===== config.mk =====
export PLATFORM = sky130hd
export DESIGN_NAME = lattice_wave_cell_update_top
export DESIGN_NICKNAME = d
export VERILOG_FILES = /design/src/design/lwcu_pkg.sv /design/src/design/lwcu_cfg.sv /design/src/design/lwcu_front.sv /design/src/design/lwcu_back.sv /design/src/design/lattice_wave_cell_update_top.sv
export SDC_FILE = /design/constraint.sdc
export NUM_CORES = 2
export LEC_CHECK = 0
export ABC_AREA = 0
export BUFFER_PORTS_ARGS = -buffer_cell sky130_fd_sc_hd__buf_2
export CAP_MARGIN = 20
export CORE_ASPECT_RATIO = 0.7
export CORE_MARGIN = 1
export CORE_UTILIZATION = 55
export CTS_BUF_LIST = sky130_fd_sc_hd__clkbuf_8
export DETAILED_ROUTE_END_ITERATION = 7
export GPL_TIMING_DRIVEN = 0
export PLACE_DENSITY = 0.71
export SYNTH_ARGS = -nofsm -noshare
export SYNTH_HDL_FRONTEND = slang
export SYNTH_SLANG_ARGS = --single-unit

===== constraint.sdc =====
create_clock -name clk -period 83.5 [get_ports clk]
set_clock_uncertainty 0.1 [all_clocks]
set_input_delay 20.875 -clock clk [delete_from_list [all_inputs] [get_ports clk]]
set_output_delay 20.875 -clock clk [all_outputs]
set_load 0.05 [all_outputs]

===== src/design/lwcu_pkg.sv =====
// Package for the lattice wave cell update block.
// Holds the configuration struct, the stage hand-off struct and the shared helpers.
// No dependencies.
package lwcu_pkg;

	localparam int unsigned CFG_W = 12;
	localparam logic [CFG_W-1:0] RESET_MAX_RADIUS = 12'd64;
	localparam logic signed [31:0] FORCE_LEVEL = 32'sd16384;

	// fixed-point reciprocals, exact over the 12-bit register range
	localparam logic [15:0] RECIP_25 = 16'd41944; // 2^20 / 25, rounded up
	localparam logic [15:0] RECIP_5 = 16'd52429;  // 2^18 / 5, rounded up
	localparam logic [15:0] RECIP_27 = 16'd38837; // 2^20 / 27, rounded up

	typedef struct packed {
		logic [CFG_W-1:0] radius_max; // register value, zero taken as one
		logic [9:0] shell_r;
		logic [9:0] shell_w;
		logic [7:0] absorb_w;
		logic [2:0] div_shift;
	} cfg_t;

	// what the front half hands to the back half
	typedef struct packed {
		logic [31:0] un;
		logic [31:0] vd;
		logic [31:0] force_v;
		logic [4:0] abs_shift;
		logic abs_kill;
		logic dead;
		logic active;
		logic [13:0] tick_inc;
	} front_t;

	function automatic logic [31:0] asr32(input logic [31:0] x, input logic [4:0] s);
		return 32'($signed(x) >>> s);
	endfunction

	function automatic cfg_t derive_cfg(input logic [CFG_W-1:0] w);
		logic [CFG_W-1:0] r;
		logic [14:0] r6;
		logic [30:0] p_sr;
		logic [27:0] p_sw;
		logic [27:0] p_aw;
		logic [7:0] aw;
		cfg_t c;
		r = (w == '0) ? 12'd1 : w;
		r6 = 15'({r, 2'b00}) + 15'({r, 1'b0});
		p_sr = 31'(r6) * 31'(RECIP_25);
		p_sw = 28'(r) * 28'(RECIP_5);
		p_aw = 28'(r) * 28'(RECIP_27);
		aw = p_aw[27:20];
		c.radius_max = r;
		c.shell_r = p_sr[29:20];
		c.shell_w = (p_sw[27:18] == '0) ? 10'd1 : p_sw[27:18];
		c.absorb_w = (aw > 8'd2) ? aw : 8'd2;
		if (r >= 12'd384) begin
			c.div_shift = 3'd6;
		end else if (r >= 12'd192) begin
			c.div_shift = 3'd5;
		end else if (r >= 12'd96) begin
			c.div_shift = 3'd4;
		end else if (r >= 12'd40) begin
			c.div_shift = 3'd3;
		end else begin
			c.div_shift = 3'd2;
		end
		return c;
	endfunction

endpackage


===== src/design/lwcu_cfg.sv =====
// Configuration register for the lattice wave cell update block.
// Stores the sphere radius together with the shell, absorber and shift values it sets.
// Depends on lwcu_pkg.
module lwcu_cfg (
	input  logic clk,
	input  logic arst_n,
	input  logic cfg_valid,
	output logic cfg_ready,
	input  logic [lwcu_pkg::CFG_W-1:0] cfg_data,
	output lwcu_pkg::cfg_t cfg
);
	import lwcu_pkg::*;

	cfg_t cfg_q;

	assign cfg_ready = 1'b1;
	assign cfg = cfg_q;

	// derived values are worked out once, at the write
	always_ff @(posedge clk or negedge arst_n) begin
		if (!arst_n) begin
			cfg_q <= derive_cfg(RESET_MAX_RADIUS);
		end else if (cfg_valid) begin
			cfg_q <= derive_cfg(cfg_data);
		end
	end

endmodule


===== src/design/lwcu_front.sv =====
// Front half of the cell update pipeline, stages 1 to 5: neighbor sum, Laplacian,
// velocity step, damping, and the per-cell zone, shell and absorber decisions.
// Depends on lwcu_pkg.
module lwcu_front (
	input  logic clk,
	input  logic arst_n,
	input  logic en,
	input  logic in_vld,
	input  lwcu_pkg::cfg_t cfg,
	input  logic signed [31:0] wave_u,
	input  logic signed [31:0] wave_v,
	input  logic signed [12:0] radius,
	input  logic [1:0] distance_status,
	input  logic [11:0] pulse_radius,
	input  logic [31:0] tick,
	input  logic signed [31:0] nbr_x_plus,
	input  logic signed [31:0] nbr_x_minus,
	input  logic signed [31:0] nbr_y_plus,
	input  logic signed [31:0] nbr_y_minus,
	input  logic signed [31:0] nbr_z_plus,
	input  logic signed [31:0] nbr_z_minus,
	output logic vld_out,
	output lwcu_pkg::front_t front
);
	import lwcu_pkg::*;

	logic vld_s1, vld_s2, vld_s3, vld_s4, vld_s5;

	// stage 1
	logic [31:0] u_s1, v_s1, p01_s1, p23_s1, p45_s1, u6_s1;
	logic signed [12:0] r_s1;
	logic dead_s1, active_s1, tick0_s1;
	logic [4:0] dshift_s1;
	logic [13:0] tinc_s1;
	// stage 2
	logic [31:0] u_s2, v_s2, suma_s2, sumb_s2, fa_s2, fb_s2;
	logic dead_s2, active_s2, tick0_s2, hit_s2, gt_s2, kill_s2;
	logic [4:0] dshift_s2, ashift_s2;
	logic [13:0] tinc_s2;
	// stage 3
	logic [31:0] u_s3, v_s3, lap_s3, f_s3;
	logic dead_s3, active_s3, kill_s3;
	logic [4:0] dshift_s3, ashift_s3;
	logic [13:0] tinc_s3;
	// stage 4
	logic [31:0] u_s4, vn_s4, f_s4;
	logic dead_s4, active_s4, kill_s4;
	logic [4:0] ashift_s4;
	logic [13:0] tinc_s4;
	// stage 5
	front_t fr_s5;

	// stage 1 logic
	logic is_centre, r_ge_max;
	logic signed [12:0] q_c, ds_full;
	logic [4:0] dshift_c;

	assign is_centre = (distance_status == 2'd1);
	assign r_ge_max = radius >= $signed({1'b0, cfg.radius_max});
	assign q_c = radius >>> cfg.div_shift;
	assign ds_full = 13'sd5 - q_c;
	assign dshift_c = (q_c >= 13'sd2) ? 5'd3 :
		(q_c <= -13'sd26) ? 5'd31 : ds_full[4:0];

	// stage 2 logic: shell distance, absorber band, forcing operands
	logic signed [13:0] sh_diff, sh_adiff, abs_t;
	logic signed [12:0] rma;
	logic abs_on, hit_c, kill_c;
	logic [4:0] ashift_c;

	assign sh_diff = {r_s1[12], r_s1} - $signed({4'b0, cfg.shell_r});
	assign sh_adiff = sh_diff[13] ? -sh_diff : sh_diff;
	assign hit_c = sh_adiff <= $signed({4'b0, cfg.shell_w});
	assign rma = $signed({1'b0, cfg.radius_max}) - $signed({5'b0, cfg.absorb_w});
	assign abs_on = ({4'b0, cfg.absorb_w} < cfg.radius_max) && (r_s1 > rma);
	assign abs_t = {r_s1[12], r_s1} - {rma[12], rma};
	assign kill_c = abs_on && ((abs_t >= $signed({6'b0, cfg.absorb_w})) || (abs_t >= 14'sd32));
	assign ashift_c = abs_on ? abs_t[4:0] : 5'd0;

	// stage 3 logic: forcing term as an addend
	logic [31:0] f_c;
	always_comb begin
		f_c = '0;
		if (hit_s2) begin
			if (gt_s2) begin
				f_c = 32'(32'd0 - asr32(fa_s2, 5'd4));
			end else if (tick0_s2) begin
				f_c = 32'(asr32(fb_s2, 5'd10) + 32'd1);
			end
		end
	end

	// valid chain
	always_ff @(posedge clk or negedge arst_n) begin
		if (!arst_n) begin
			vld_s1 <= 1'b0;
			vld_s2 <= 1'b0;
			vld_s3 <= 1'b0;
			vld_s4 <= 1'b0;
			vld_s5 <= 1'b0;
		end else if (en) begin
			vld_s1 <= in_vld;
			vld_s2 <= vld_s1;
			vld_s3 <= vld_s2;
			vld_s4 <= vld_s3;
			vld_s5 <= vld_s4;
		end
	end

	always_ff @(posedge clk) begin
		if (en) begin
			// stage 1
			u_s1 <= wave_u;
			v_s1 <= wave_v;
			p01_s1 <= 32'(nbr_x_plus + nbr_x_minus);
			p23_s1 <= 32'(nbr_y_plus + nbr_y_minus);
			p45_s1 <= 32'(nbr_z_plus + nbr_z_minus);
			u6_s1 <= 32'({wave_u[29:0], 2'b00} + {wave_u[30:0], 1'b0});
			r_s1 <= radius;
			dead_s1 <= !is_centre && (radius[12] || r_ge_max);
			active_s1 <= (distance_status != 2'd0) && !radius[12]
				&& (radius[11:0] == pulse_radius);
			tick0_s1 <= (tick[1:0] == 2'd0);
			dshift_s1 <= dshift_c;
			tinc_s1 <= 14'(tick[13:0] + 14'd1);
			// stage 2
			u_s2 <= u_s1;
			v_s2 <= v_s1;
			suma_s2 <= 32'(p01_s1 + p23_s1);
			sumb_s2 <= 32'(p45_s1 - u6_s1);
			fa_s2 <= 32'(u_s1 - FORCE_LEVEL);
			fb_s2 <= 32'(FORCE_LEVEL - u_s1);
			gt_s2 <= $signed(u_s1) > FORCE_LEVEL;
			hit_s2 <= hit_c;
			kill_s2 <= kill_c;
			ashift_s2 <= ashift_c;
			dead_s2 <= dead_s1;
			active_s2 <= active_s1;
			tick0_s2 <= tick0_s1;
			dshift_s2 <= dshift_s1;
			tinc_s2 <= tinc_s1;
			// stage 3
			u_s3 <= u_s2;
			v_s3 <= v_s2;
			lap_s3 <= 32'(suma_s2 + sumb_s2);
			f_s3 <= f_c;
			dead_s3 <= dead_s2;
			active_s3 <= active_s2;
			kill_s3 <= kill_s2;
			dshift_s3 <= dshift_s2;
			ashift_s3 <= ashift_s2;
			tinc_s3 <= tinc_s2;
			// stage 4
			u_s4 <= u_s3;
			vn_s4 <= 32'(v_s3 + asr32(lap_s3, dshift_s3));
			f_s4 <= f_s3;
			dead_s4 <= dead_s3;
			active_s4 <= active_s3;
			kill_s4 <= kill_s3;
			ashift_s4 <= ashift_s3;
			tinc_s4 <= tinc_s3;
			// stage 5: velocity damping shift is div_shift + 3
			fr_s5.un <= 32'(u_s4 + vn_s4);
			fr_s5.vd <= 32'(vn_s4 - asr32(vn_s4, 5'({2'b00, cfg.div_shift} + 5'd3)));
			fr_s5.force_v <= f_s4;
			fr_s5.abs_shift <= ashift_s4;
			fr_s5.abs_kill <= kill_s4;
			fr_s5.dead <= dead_s4;
			fr_s5.active <= active_s4;
			fr_s5.tick_inc <= tinc_s4;
		end
	end

	assign vld_out = vld_s5;
	assign front = fr_s5;

endmodule


===== src/design/lwcu_back.sv =====
// Back half of the cell update pipeline, stages 6 to 10: shell forcing, absorber
// division toward zero, global damping, dead zone, sieve test and output register.
// Depends on lwcu_pkg.
module lwcu_back (
	input  logic clk,
	input  logic arst_n,
	input  logic en,
	input  logic vld_in,
	input  lwcu_pkg::front_t front,
	output logic vld_out,
	output logic signed [31:0] next_u,
	output logic signed [31:0] next_v,
	output logic active,
	output logic sieve_trigger
);
	import lwcu_pkg::*;

	logic vld_s6, vld_s7, vld_s8, vld_s9, vld_s10;

	logic [31:0] mag_s6, vn_s6;
	logic neg_s6, kill_s6, dead_s6, active_s6;
	logic [4:0] ashift_s6;
	logic [13:0] tinc_s6;

	logic [31:0] ua_s7, vn_s7;
	logic dead_s7, active_s7;
	logic [13:0] tinc_s7;

	logic [31:0] uf_s8, vf_s8;
	logic active_s8;
	logic [13:0] tinc_s8;

	logic [31:0] uf_s9, vf_s9;
	logic active_s9;
	logic [13:0] prod_s9;

	logic [31:0] uf_s10, vf_s10;
	logic active_s10, trig_s10;

	logic [31:0] sh_c, ua_c, uf_c, vf_c;
	logic [27:0] prod_c;
	logic pos_c;

	// magnitude shift then restore sign: division by 2^d toward zero
	assign sh_c = mag_s6 >> ashift_s6;
	assign ua_c = kill_s6 ? 32'd0 : (neg_s6 ? 32'(32'd0 - sh_c) : sh_c);
	assign uf_c = 32'(ua_s7 - asr32(ua_s7, 5'd12));
	assign vf_c = 32'(vn_s7 - asr32(vn_s7, 5'd12));
	// only the low 14 bits of the product matter for the mod 16384 test
	assign prod_c = 28'(uf_s8[13:0]) * 28'(tinc_s8);
	assign pos_c = !uf_s9[31] && (uf_s9 != '0);

	always_ff @(posedge clk or negedge arst_n) begin
		if (!arst_n) begin
			vld_s6 <= 1'b0;
			vld_s7 <= 1'b0;
			vld_s8 <= 1'b0;
			vld_s9 <= 1'b0;
			vld_s10 <= 1'b0;
		end else if (en) begin
			vld_s6 <= vld_in;
			vld_s7 <= vld_s6;
			vld_s8 <= vld_s7;
			vld_s9 <= vld_s8;
			vld_s10 <= vld_s9;
		end
	end

	always_ff @(posedge clk) begin
		if (en) begin
			// stage 6
			vn_s6 <= 32'(front.vd + front.force_v);
			neg_s6 <= front.un[31];
			mag_s6 <= front.un[31] ? 32'(32'd0 - front.un) : front.un;
			kill_s6 <= front.abs_kill;
			ashift_s6 <= front.abs_shift;
			dead_s6 <= front.dead;
			active_s6 <= front.active;
			tinc_s6 <= front.tick_inc;
			// stage 7
			ua_s7 <= ua_c;
			vn_s7 <= vn_s6;
			dead_s7 <= dead_s6;
			active_s7 <= active_s6;
			tinc_s7 <= tinc_s6;
			// stage 8: global damping, dead zone forces zero
			uf_s8 <= dead_s7 ? 32'd0 : uf_c;
			vf_s8 <= dead_s7 ? 32'd0 : vf_c;
			active_s8 <= active_s7;
			tinc_s8 <= tinc_s7;
			// stage 9
			uf_s9 <= uf_s8;
			vf_s9 <= vf_s8;
			active_s9 <= active_s8;
			prod_s9 <= prod_c[13:0];
			// stage 10: any positive amplitude of 16384 or more always passes
			uf_s10 <= uf_s9;
			vf_s10 <= vf_s9;
			active_s10 <= active_s9;
			trig_s10 <= active_s9 && pos_c
				&& ((uf_s9[30:14] != '0) || (prod_s9 < uf_s9[13:0]));
		end
	end

	assign vld_out = vld_s10;
	assign next_u = $signed(uf_s10);
	assign next_v = $signed(vf_s10);
	assign active = active_s10;
	assign sieve_trigger = trig_s10;

endmodule


===== src/design/lattice_wave_cell_update_top.sv =====
// Lattice wave cell update, top level.
// Throughput: one word per cycle while the output word is not stalled.
// The ten-stage pipeline advances as a whole; it holds while the output word is stalled.
// Reset clears all valid bits and loads max_radius = 64 with its derived values.
// Depends on lwcu_pkg, lwcu_cfg, lwcu_front, lwcu_back.
module lattice_wave_cell_update_top (
	input  logic clk,
	input  logic arst_n,
	input  logic cfg_valid,
	output logic cfg_ready,
	input  logic [lwcu_pkg::CFG_W-1:0] cfg_data,
	input  logic in_valid,
	output logic in_stall,
	input  logic signed [31:0] wave_u,
	input  logic signed [31:0] wave_v,
	input  logic signed [12:0] radius,
	input  logic [1:0] distance_status,
	input  logic [11:0] pulse_radius,
	input  logic [31:0] tick,
	input  logic signed [31:0] nbr_x_plus,
	input  logic signed [31:0] nbr_x_minus,
	input  logic signed [31:0] nbr_y_plus,
	input  logic signed [31:0] nbr_y_minus,
	input  logic signed [31:0] nbr_z_plus,
	input  logic signed [31:0] nbr_z_minus,
	output logic out_valid,
	input  logic out_stall,
	output logic signed [31:0] next_u,
	output logic signed [31:0] next_v,
	output logic active,
	output logic sieve_trigger
);
	import lwcu_pkg::*;

	cfg_t cfg;
	front_t front;
	logic front_vld;
	logic en;

	// pipeline moves unless a finished word is held at the output
	assign en = !(out_valid && out_stall);
	assign in_stall = !en;

	lwcu_cfg u_cfg (
		.clk(clk),
		.arst_n(arst_n),
		.cfg_valid(cfg_valid),
		.cfg_ready(cfg_ready),
		.cfg_data(cfg_data),
		.cfg(cfg)
	);

	lwcu_front u_front (
		.clk(clk),
		.arst_n(arst_n),
		.en(en),
		.in_vld(in_valid),
		.cfg(cfg),
		.wave_u(wave_u),
		.wave_v(wave_v),
		.radius(radius),
		.distance_status(distance_status),
		.pulse_radius(pulse_radius),
		.tick(tick),
		.nbr_x_plus(nbr_x_plus),
		.nbr_x_minus(nbr_x_minus),
		.nbr_y_plus(nbr_y_plus),
		.nbr_y_minus(nbr_y_minus),
		.nbr_z_plus(nbr_z_plus),
		.nbr_z_minus(nbr_z_minus),
		.vld_out(front_vld),
		.front(front)
	);

	lwcu_back u_back (
		.clk(clk),
		.arst_n(arst_n),
		.en(en),
		.vld_in(front_vld),
		.front(front),
		.vld_out(out_valid),
		.next_u(next_u),
		.next_v(next_v),
		.active(active),
		.sieve_trigger(sieve_trigger)
	);

endmodule


# After elaboration in Yosys (flattened, before gate mapping)
# Index checks and enable logic that the tools add are counted.
dict set report word_totals {
  out_inout_bits 69
  ff_bits 1284
  elab_cells 182
  inputBits 332
}
dict set report classes {
  n_mux 13
  mul 4
  eq_ne 2
  n_reduce_logical 22
  addsub 27
  order_cmp 15
  shifts 4
}
# cell count
set ops {}
lappend ops {{32-bit adder} 9}
lappend ops {{32-bit subtractor} 4}
lappend ops {{32-bit two-way mux} 3}
lappend ops {{32-bit by 5-bit >>> shifter with 32-bit output} 2}
lappend ops {{1-bit by 32-bit subtractor with 32-bit output (first input constant)} 2}
lappend ops {{12-bit by 16-bit multiplier with 28-bit output (second input constant)} 2}
lappend ops {{32-bit by 16-bit greater-than comparator with 1-bit output (second input constant)} 1}
lappend ops {{32-bit nonzero test} 1}
lappend ops {{32-bit by 5-bit >> shifter with 32-bit output} 1}
lappend ops {{15-bit by 32-bit subtractor with 32-bit output (first input constant)} 1}
lappend ops {{32-bit by 15-bit subtractor with 32-bit output (second input constant)} 1}
lappend ops {{31-bit two-way mux} 1}
lappend ops {{1-bit by 28-bit subtractor with 29-bit output (first input constant)} 1}
lappend ops {{15-bit by 13-bit multiplier with 27-bit output (second input constant)} 1}
lappend ops {{22-bit by 2-bit adder with 23-bit output (second input constant)} 1}
lappend ops {{17-bit nonzero test} 1}
lappend ops {{14-bit by 13-bit adder with 15-bit output} 1}
lappend ops {{14-bit by 1-bit adder with 14-bit output (second input constant)} 1}
lappend ops {{14-bit by 7-bit greater-or-equal comparator with 1-bit output (second input constant)} 1}
lappend ops {{14-bit by 9-bit greater-or-equal comparator with 1-bit output} 1}
lappend ops {{14-bit by 11-bit <= comparator with 1-bit output} 1}
lappend ops {{14-bit < comparator} 1}
lappend ops {{14-bit by 14-bit multiplier with 14-bit output} 1}
lappend ops {{14-bit two-way mux} 1}
lappend ops {{other kinds (33)} 47}

# Longest topological paths before layout
dict set report depth {
  depth_word 7
  mapped_depth 39
  ltp_nobuf 38
}

# Cells and area by module
# From an unflattened synthesis, not the netlist that was laid out.
dict set report unflattened {
  hier_cells 7296
  area_unflattened_um2 82509.1
}
# module cells_per_inst n_inst area_each_um2 seq_area_each_um2
set by_module_without_submodules {}
lappend by_module_without_submodules {lwcu_front 4051 1 47018.8 24298.3}
lappend by_module_without_submodules {lwcu_back 2050 1 23906.7 11866.4}
lappend by_module_without_submodules {lwcu_cfg 1193 1 11573.6 1088.5}
lappend by_module_without_submodules {lattice_wave_cell_update_top 2 1 10.0 0.0}

# Least setup slack after synthesis
# No wires, ideal clock.
dict set report synth_timing {
  path_kind {input port to output port}
  from {input out_stall}
  to {output in_stall}
  path_stages 3
  required_ns 62.525
  n_path_buf 1
  arrival_ns 63.554
  slack_ns -1.029
  cell_sequence {nand2_1 > clkbuf_1 > inv_1}
}
dict set report synth_between {
  elab_chain_cells 1
}
# item line_no
set synth_lines {}
lappend synth_lines {{start: declaration} lattice_wave_cell_update_top.sv:27} ;# input logic out_stall,
lappend synth_lines {{1-bit logical AND} lattice_wave_cell_update_top.sv:41} ;# assign en = !(out_valid && out_stall);
lappend synth_lines {{end: declaration} lattice_wave_cell_update_top.sv:13} ;# output logic in_stall,
# No other way between the ends.

# Worst setup path after layout
# Same ends and word-level chain as after synthesis.

==> impl_metrics.csv <==
group,metric,value,unit
worst_setup_path,path_max_fanout,65,
sta,hold_viol_final,0,
sta,finalCritPeriodShare,51.8,%
global_routing,grt_pass1_vias,54800,
cts,cts.sinks,1249,
detailed_routing,drc,3,
cts,cts-buffers-inserted,190,
sta,drv_slew,0,
global_routing,grt_max_degree,124,
detailed_routing,vias,57000,
worst_setup_path,slowest_stage,"clkbuf_8",
worst_setup_path,rrSetupSlack,75950,ps
place,hpwl,155,mm
place,io_buffers,379,
logic_synthesis,yosys.area.top_type,"edfxtp_1",
detailed_routing,ant_nets,0,
die,io_pins,401,
worst_setup_path,crit_chain,"buf_2, nand2_1, clkbuf_8, buf_16, inv_1, buf_2",
logic_synthesis,synth_edf_count,1196,
worst_setup_path,r2r_end,"u_front.front[81]$_DFFE_PN_",
cts,cts.reportedPaths.clkPinSlew,60,ps
worst_setup_path,crit_arrival,22240,ps
detailed_routing,dr.pass1.iters,8,
cts,cts_buffer_depth,3,
cts,cts_root_buffer,"clkbuf_8",
sta,finalSetupViolCount,0,
logic_synthesis,synthArstFlopShare,4.24,%
die,initial_utilization,55.7,%
worst_setup_path,crit_path_end,"in_stall",
sta,fin_crit,43220,ps
die,row_count,117,
cts,insertion_delay,930,ps
logic_synthesis,syn-cell-area,81600,um2
sta,max_clock_freq,0.0231,GHz
global_routing,grt_usage,25.9,%
worst_setup_path,worstSetupEndpointType,"output port",
logic_synthesis,synth.distinct_cells,92,
global_routing,grt_pass1_wl,305,mm
logic_synthesis,yosysTopAreaCellShare,44.0,%
finish,final_common_cell,"edfxtp_1",
logic_synthesis,synth_seq_cells,1249,
finish,final_cell_mix,"edfxtp_1 (1196), ha_1 (786), inv_1 (728), nand2_1 (490), a21oi_1 (445)",
detailed_routing,drtIter0Drc,5019,
worst_setup_path,crit_path_start_kind,"input port",
sta,grt_setup_unrepaired,"false",
sta,tns,0,ps
finish,largest_register_ffs,115,
place,routabilityCongestion,0.940,
die,dieHeight,324,um
finish,areaGrowthSynthToFinish,10.3,%
logic_synthesis,synth_nets,8566,
detailed_routing,wirelength,196,mm
sta,worst_pin_slew,1170,ps
finish,fill_cells,11900,
finish,fin_nets,9153,
flow_run,drv_cap,0,
worst_setup_path,startpoint,"out_stall",
logic_synthesis,ys.flop_type,"edfxtp_1",
logic_synthesis,yosysSeqAreaShare,45.6,%
logic_synthesis,yosys_warnings,0,
global_routing,antenna_found_initial,40,
logic_synthesis,synthCells,7210,
worst_setup_path,criticalPathCategory,"in2out",
worst_setup_path,crit_path_frequent_cell,"buf_2",
die,core,146000,um2
worst_setup_path,rr_startpoint,"u_cfg.cfg[0]$_DFFE_PN1P_",
worst_setup_path,reg2reg_depth,22,
cts,cts_resized,0,
min_path,holdCritPathClass,"reg2reg",
status,violations,"design-rule violations",
worst_setup_path,cp_data_required_time,62520,ps
sta,max_slew_margin,22.0,%
global_routing,overflow,0,
die,fp.dieArea,150000,um2
logic_synthesis,avgSynthCellArea,11.3,um2
detailed_routing,avgViaCountPerCell,5.75,
finish,drive_above_1_share,10.6,%
detailed_routing,wl_per_cell,19.8,um
logic_synthesis,synthTopCellsByArea,"edfxtp_1 (44%), ha_1 (12%), fa_1 (5.8%)",
cts,hold_buffers,0,
cts,cts_setup_buffers,0,
status,status,"complete, but fails checks",
die,die_x,462,um
cts,cts_max_level,4,
worst_setup_path,cpPeakStageDelay,460,ps
cts,cts_tree,"yes",
-- cells in the mapped netlist, drive strengths merged, types with 18 or more instances --
cell type  instances
xor2             192
clkbuf           120
a2111oi           20
nor2             428
o21ai            354
nor3             106
o21bai            38
nand3            126
a21o             202
a211oi            81
o31ai             34
nand2            490
fa               238
and2              72
inv              682
a21oi            445
a21boi            25
or2               23
o21a             122
a31oi             53
and3              71
nand2b            73
a22oi             24
mux2i             77
nor2b            106
nand4             51
a211o             26
ha               786
dfrtp             43
o211ai            21
mux4              64
or3               46
buf               31
nor4              39
xnor2            418
edfxtp          1196
mux2              59
or4               18
-- area by class of cell --
type | instances | area (um2) | area share [%]
clock inverter | 153 | 980 | 1.09
sequential | 1249 | 37300 | 41.4
tap | 1963 | 2460 | 2.73
clock buffer | 190 | 2620 | 2.91
multi-input combinational | 5125 | 41200 | 45.8
antenna | 9 | 22.5 | 0.0250
buffer | 151 | 594 | 0.661
timing repair buffer | 395 | 2270 | 2.52
inverter | 685 | 2570 | 2.86
-- logic make-up (layout without fill, tap and decap cells) --
logic type      count (synthesis)  in the layout  share of synthesized area, %
compound gates               1600           1600                          12.5
simple gates                 1690           1690                          9.97
xor+xnor                      610            610                          6.55
flops                        1249           1249                          45.6
mux                           200            200                          3.52
other cells                     1             10                       0.00460
buf+inv                       836           1574                          3.87
fa+ha+maj                    1024           1024                          17.9
-- through the flow --
step           instance area [um2]  setup slack (ps)  hold slack (ps)  cells  utilization (%)
6_report                     90000             40280              282   9920             61.5
5_1_grt                      90000             40120              305   9917             61.5
4_1_cts                      89900             40260              290   9910             61.4
3_5_place_dp                 86300             40260              305   9567             59.0
3_3_place_gp                 86000             20970              300   9552             58.7
2_1_floorplan                81600             21570              300   7210                -
-- worst min-delay path by stage --
stage                                  from                      endpoint  slack (ps)  cells past startpoint
2_1_floorplan   u_front.front[14]$_DFFE_PN_    u_back.active_s6$_DFFE_PN_         300                      0
6_report          u_front.f_s4[8]$_DFFE_PN_   u_front.front[30]$_DFFE_PN_         280                      0
4_1_cts           u_front.f_s4[8]$_DFFE_PN_   u_front.front[30]$_DFFE_PN_         290                      0
5_1_grt          u_front.u_s3[30]$_DFFE_PN_    u_front.u_s4[30]$_DFFE_PN_         300                      0
3_5_place_dp     u_back.active_s6$_DFFE_PN_    u_back.active_s7$_DFFE_PN_         300                      0
3_3_place_gp   u_front.tinc_s3[6]$_DFFE_PN_  u_front.tinc_s4[6]$_DFFE_PN_         300                      0
-- per-layer routing --
layer  global-route usage, %  vias up  share of wire (%)
li1                        -    27400                  -
met1                    38.4    27300                 47
met2                    39.3     1944                 43
met3                    4.71      339                7.3
met4                    6.79       30                2.3
met5                       0        -              0.095
-- worst max-delay path, delay by kind of cell --
family        cells  cell delay [ps]
simple gates      1              110
buf+inv           5             1200
Power is not shown: default switching activity piles up to over one toggle a cycle in this logic, so the estimate is an artifact.
